`src/rtl/dq_pkg.sv`:
```
// ----------------------------------------------------------------------------
// dq_pkg: shared types for the double-ended queue
// Command codes, controller states and the control/status bundles that pass
// between the controller and the datapath.
// ----------------------------------------------------------------------------
package dq_pkg;

	// Operation codes carried on the request side
	typedef enum logic [2:0] {
		CMD_PUSH_FRONT = 3'd0,
		CMD_PUSH_BACK  = 3'd1,
		CMD_POP_FRONT  = 3'd2,
		CMD_POP_BACK   = 3'd3,
		CMD_LOOK       = 3'd4
	} dq_cmd_t;

	// Controller states
	typedef enum logic [1:0] {
		ST_IDLE = 2'd0,  // waiting for a request
		ST_FILL = 2'd1,  // end-word cache reload from the store
		ST_OUT  = 2'd2   // result held until taken
	} dq_state_t;

	// Controller to datapath
	typedef struct packed {
		logic take;    // apply the incoming request
		logic refill;  // load the store read data into the end-word cache
	} dq_ctl_t;

	// Datapath to controller
	typedef struct packed {
		logic need_fill;  // incoming request is a pop that removes a word
	} dq_sts_t;

endpackage

```
`src/rtl/dq_ctrl.sv`:
```
// ----------------------------------------------------------------------------
// dq_ctrl: request sequencer
// Accepts one request at a time, passes through a fill state for the store read
// after a pop that removes a word, then holds the result until the downstream side takes it.
// ----------------------------------------------------------------------------
module dq_ctrl (
	input  logic             clk,
	input  logic             arst_n,
	input  logic             in_valid,
	output logic             in_ready,
	output logic             out_valid,
	input  logic             out_ready,
	input  dq_pkg::dq_sts_t  sts,
	output dq_pkg::dq_ctl_t  ctl
);
	import dq_pkg::*;

	dq_state_t state_q;
	dq_state_t state_nxt;

	// State register
	always_ff @(posedge clk or negedge arst_n) begin
		if (!arst_n) begin
			state_q <= ST_IDLE;
		end else begin
			state_q <= state_nxt;
		end
	end

	// Next state and outputs
	always_comb begin
		state_nxt  = state_q;
		in_ready   = 1'b0;
		out_valid  = 1'b0;
		ctl.take   = 1'b0;
		ctl.refill = 1'b0;
		case (state_q)
			ST_IDLE: begin
				in_ready = 1'b1;
				if (in_valid) begin
					ctl.take  = 1'b1;
					state_nxt = sts.need_fill ? ST_FILL : ST_OUT;
				end
			end
			ST_FILL: begin
				ctl.refill = 1'b1;
				state_nxt  = ST_OUT;
			end
			ST_OUT: begin
				out_valid = 1'b1;
				if (out_ready) begin
					state_nxt = ST_IDLE;
				end
			end
			default: begin
				state_nxt = ST_IDLE;
			end
		endcase
	end

	// One request in flight: never accepting while a result is shown
	a_no_overlap: assert property (@(posedge clk) disable iff (!arst_n)
		!(in_ready && out_valid))
		else $error("request accepted while result pending");

	// A removing pop is always followed by a cache reload
	a_fill_follows: assert property (@(posedge clk) disable iff (!arst_n)
		(ctl.take && sts.need_fill) |=> ctl.refill)
		else $error("missing cache reload after pop");

	// Once the result is taken the block is ready again
	a_out_then_idle: assert property (@(posedge clk) disable iff (!arst_n)
		(out_valid && out_ready) |=> in_ready)
		else $error("not ready after result taken");

endmodule

```
`config.mk`:
```
export PLATFORM = sky130hd
export DESIGN_NAME = dq_ctrl
export DESIGN_NICKNAME = d
export VERILOG_FILES = /design/src/rtl/dq_pkg.sv /design/src/rtl/dq_ctrl.sv
export SDC_FILE = /design/constraint.sdc
export NUM_CORES = 1
export LEC_CHECK = 0
export BUFFER_PORTS_ARGS = -buffer_cell sky130_fd_sc_hd__buf_2
export CORE_AREA = 2 2 39 41
export DETAILED_ROUTE_END_ITERATION = 12
export DIE_AREA = 0 0 41 43
export PLACE_DENSITY = 0.31
export RECOVER_POWER = 100
export SYNTH_ARGS = -nofsm -noshare
export SYNTH_HDL_FRONTEND = slang
export SYNTH_SLANG_ARGS = --single-unit
```
`constraint.sdc`:
```
create_clock -name clk -period 1.85 [get_ports clk]
set_input_delay 0.555 -clock clk [delete_from_list [all_inputs] [get_ports clk]]
set_output_delay 0.555 -clock clk [all_outputs]
set_load 0.02 [all_outputs]
```
### Yosys cells after proc, flatten, opt, wreduce, memory -nomap -nowiden

Cells that the tools add are included.

| operators by class | value |
|---|---|
| equality and inequality tests | 4 |
| muxes and demuxes | 9 |
| reduce and logical (&&, ||, !) cells | 2 |

Operators by type and width:

| operator | number |
|---|---|
| $mux W2 | 3 |
| $pmux W2 S3 | 1 |
| $mux W1 | 5 |
| $ne A2 B2 Y1 const B | 2 |
| $eq A2 B1 Y1 const B | 1 |
| $eq A2 B2 Y1 const B | 1 |
| $logic_not A2 Y1 | 1 |
| $reduce_and A2 Y1 | 1 |

| storage, ports and cells | value |
|---|---|
| register bits | 2 |
| bits of input ports | 5 |
| output and inout bits | 4 |

### Longest topological paths before layout

| depth | value |
|---|---|
| depth in word-level cells | 3 |
| mapped depth | 2 |
| gate-level depth less buffers | 2 |

### Least setup slack after synthesis

No wires, ideal clock.

| timing | value |
|---|---|
| path kind | flip-flop to output port |
| start | register state_q[0] |
| end | output ctl[1] in the netlist's numbering |
| data arrival time | 935 ps |
| data required time | 1295 ps |
| path slack | 360 ps |
| cell stages (with the launch flop) | 3 |
| path buffers | 0 |
| cells stage by stage | dfrtp_1 -> nor2_2 -> and2_1 |

RTL lines:

| what | line | RTL |
|---|---|---|
| start: declaration | dq_ctrl.sv:18 | `dq_state_t state_q;` |
| start signal: assignment | dq_ctrl.sv:26 | `state_q <= state_nxt;` |
| end: declaration | dq_ctrl.sv:14 | `output dq_pkg::dq_ctl_t ctl` |

==> metrics.md <==
| Metric | Value |
|---|---|
| Reg with most FFs | `state_q` |
| Ports | `9` |
| H-Tree Level Count | `1` |
| Hold Buf Count CTS | `0` |
| Top Registers | `state_q (2)` |
| Status | `finished clean` |
| Most common cell after layout, fill and taps aside | `buf_2` |
| Vias in the first global route | `115` |
| CTS tree | `done` |
| Fin Setup TNS | `0 ns` |
| Crit end category | `output pin` |
| Routability cong. | `0.512` |
| Vias | `100` |
| Total of max-cap violations | `0` |
| Mapped Cells | `10` |
| Fin crit period | `1.66 ns` |
| Static Leakage | `0.0863 nW` |
| Fin crit share | `89.5%` |
| Initial Utilization | `7.41%` |
| Diodes inserted | `0` |
| Most frequent cells in the layout | `buf_2, clkbuf_4, clkbuf_1` |
| Crit path DAT | `1.10 ns` |
| Largest net degree at the start of global routing | `5` |
| Total wire length after detailed routing | `261 um` |
| DRC Markers | `0` |
| Startpoint types | `register` |
| Post-Place Worst Slack | `0.346 ns` |
| Total CTS buffers | `3` |
| Final Worst Setup Slack | `0.195 ns` |
| Design area | `179 um^2` |
| Post-synth top area cell | `dfrtp_1` |
| Clock buffer depth | `2` |
| Max Clk Rate | `604 MHz` |
| Syn Nets | `15` |
| Flops & latches, synth | `2` |
| Top cell type's share of synthesized area | `48.8%` |
| Core footprint | `1380 um^2` |
| Pwr Density | `1600 nW/um^2` |
| Worst Hold Class | `input pin to async pin` |
| Fin cells | `37` |
| Final nets | `28` |
| Worst VDD drop | `0.191 mV` |
| GRT overflow | `0` |
| Post-route ant nets | `0` |
| GRT Total Usage | `3.82%` |
| Synthesis-to-layout area growth | `74.4%` |
| Cell Area, Synth | `103 um^2` |
| # rows | `14` |
| R2R depth | `2` |
| Worst Tran Pin Value | `0.254 ns` |
| Clk_lat worst skew | `0.22 ns` |
| Hold Vio Cnt, Final | `0` |
| Clk sinks | `2` |
| Clock transition at path regs | `0.03 ns` |
| CTS resizes | `0` |
| Placement Cell Area | `163 um^2` |
| Placed cell count | `34` |
| Die H | `43 um` |
| Yosys warns | `0` |
| Setup bufs post-CTS | `0` |
| DR iter-0 viols | `0` |
| Core Util, Final | `12.9%` |
| Avg Inst Size Synth | `10.3 um^2` |
| Routed wire per std cell | `7.05 um` |
| Setup CP Type | `register to output pin` |
| Post-synth cell types | `9` |
| DIE WIDTH | `41 um` |
| Drt via density | `2.70` |
| Final setup viols | `0` |
| Die area | `1760 um^2` |
| Pre-antenna DRT Iters | `1` |
| Number of flip-flops in the largest register | `2` |
| Unrepaired setup endpoints after global routing | `false` |
| Slew Limit Fails | `0` |
| Crit path max fanout | `4` |
| Top post-synthesis cells by area | `dfrtp_1, and2b_2, o21a_1` |
| I/O Buffers | `8` |
| CTS root buf | `clkbuf_4` |
| Sequential area share after synthesis | `48.8%` |
| Clock skew | `0.000265 ns` |
| Critical Path RT | `1.29 ns` |
| Share of cells above drive strength 1 | `42.9%` |
| Worst slew margin | `83.1%` |
| Initial antenna violation count | `0` |
| First-pass GRT wire length | `365 um` |
-- through the flow --
stage / hold slack (ns) / power (mW)
floorplan: 0.259 / 0.160
global placement: 0.342 / 0.199
detailed placement: 0.344 / 0.202
CTS: 0.101 / 0.306
global route: 0.108 / 0.314
finish: 0.113 / 0.287
-- per-layer routing --
| layer | global-route usage [%] | wire length [um] |
|---|---|---|
| met1 | 3.86 | 123 |
| met2 | 3.44 | 89 |
| met3 | 3.14 | 47 |
| met4 | 6.00 | 0 |
| met5 | 0 | 0 |
-- synth_stat cells --
master    n
and3_1    1
and2_1    1
and2b_2   1
o21a_1    1
a21oi_1   1
nand2b_1  1
nor2b_1   1
dfrtp_1   2
nor2_2    1
-- critical path: stages, from the launching register on --
cell and delay, ns:
dfrtp_1 0.38, nor2_1 0.19, and2_1 0.15, buf_2 0.16
-- area by class of cell --
cell class	count	area, um^2
Clock buffer	3	22.5
Fill cell	164	1200
Multi-Input combinational cell	8	50.0
Sequential cell	2	50.0
Tap cell	16	20.0
Timing Repair Buffer	8	36.3
-- worst paths after layout --
path | from | to | slack, ns
max in group asynchronous | arst_n | state_q[0] | 1.61
min in group clk | state_q[0] | state_q[1] | 0.57
max | state_q[0] | ctl[1] | 0.19
min | arst_n | state_q[1] | 0.11
min reg2reg | state_q[0] | state_q[1] | 0.57
max reg2reg | state_q[0] | state_q[0] | 1.04
-- logic make-up (layout without fill, tap and decap cells) --
family,count (synthesis),after routing,share of synthesized area [%]
buffers and inverters,0,11,0
DFF,2,2,48.8
and+or+nand+nor,6,6,39.0
AOI/OAI and AO/OA,2,2,12.2
-- power by group --
group	switching, mW	internal (mW)
sequential	0.0120	0.0589
clock	0.0234	0.0714
combinational	0.0753	0.0456
No activity file was read; power rests on OpenSTA's default activity.
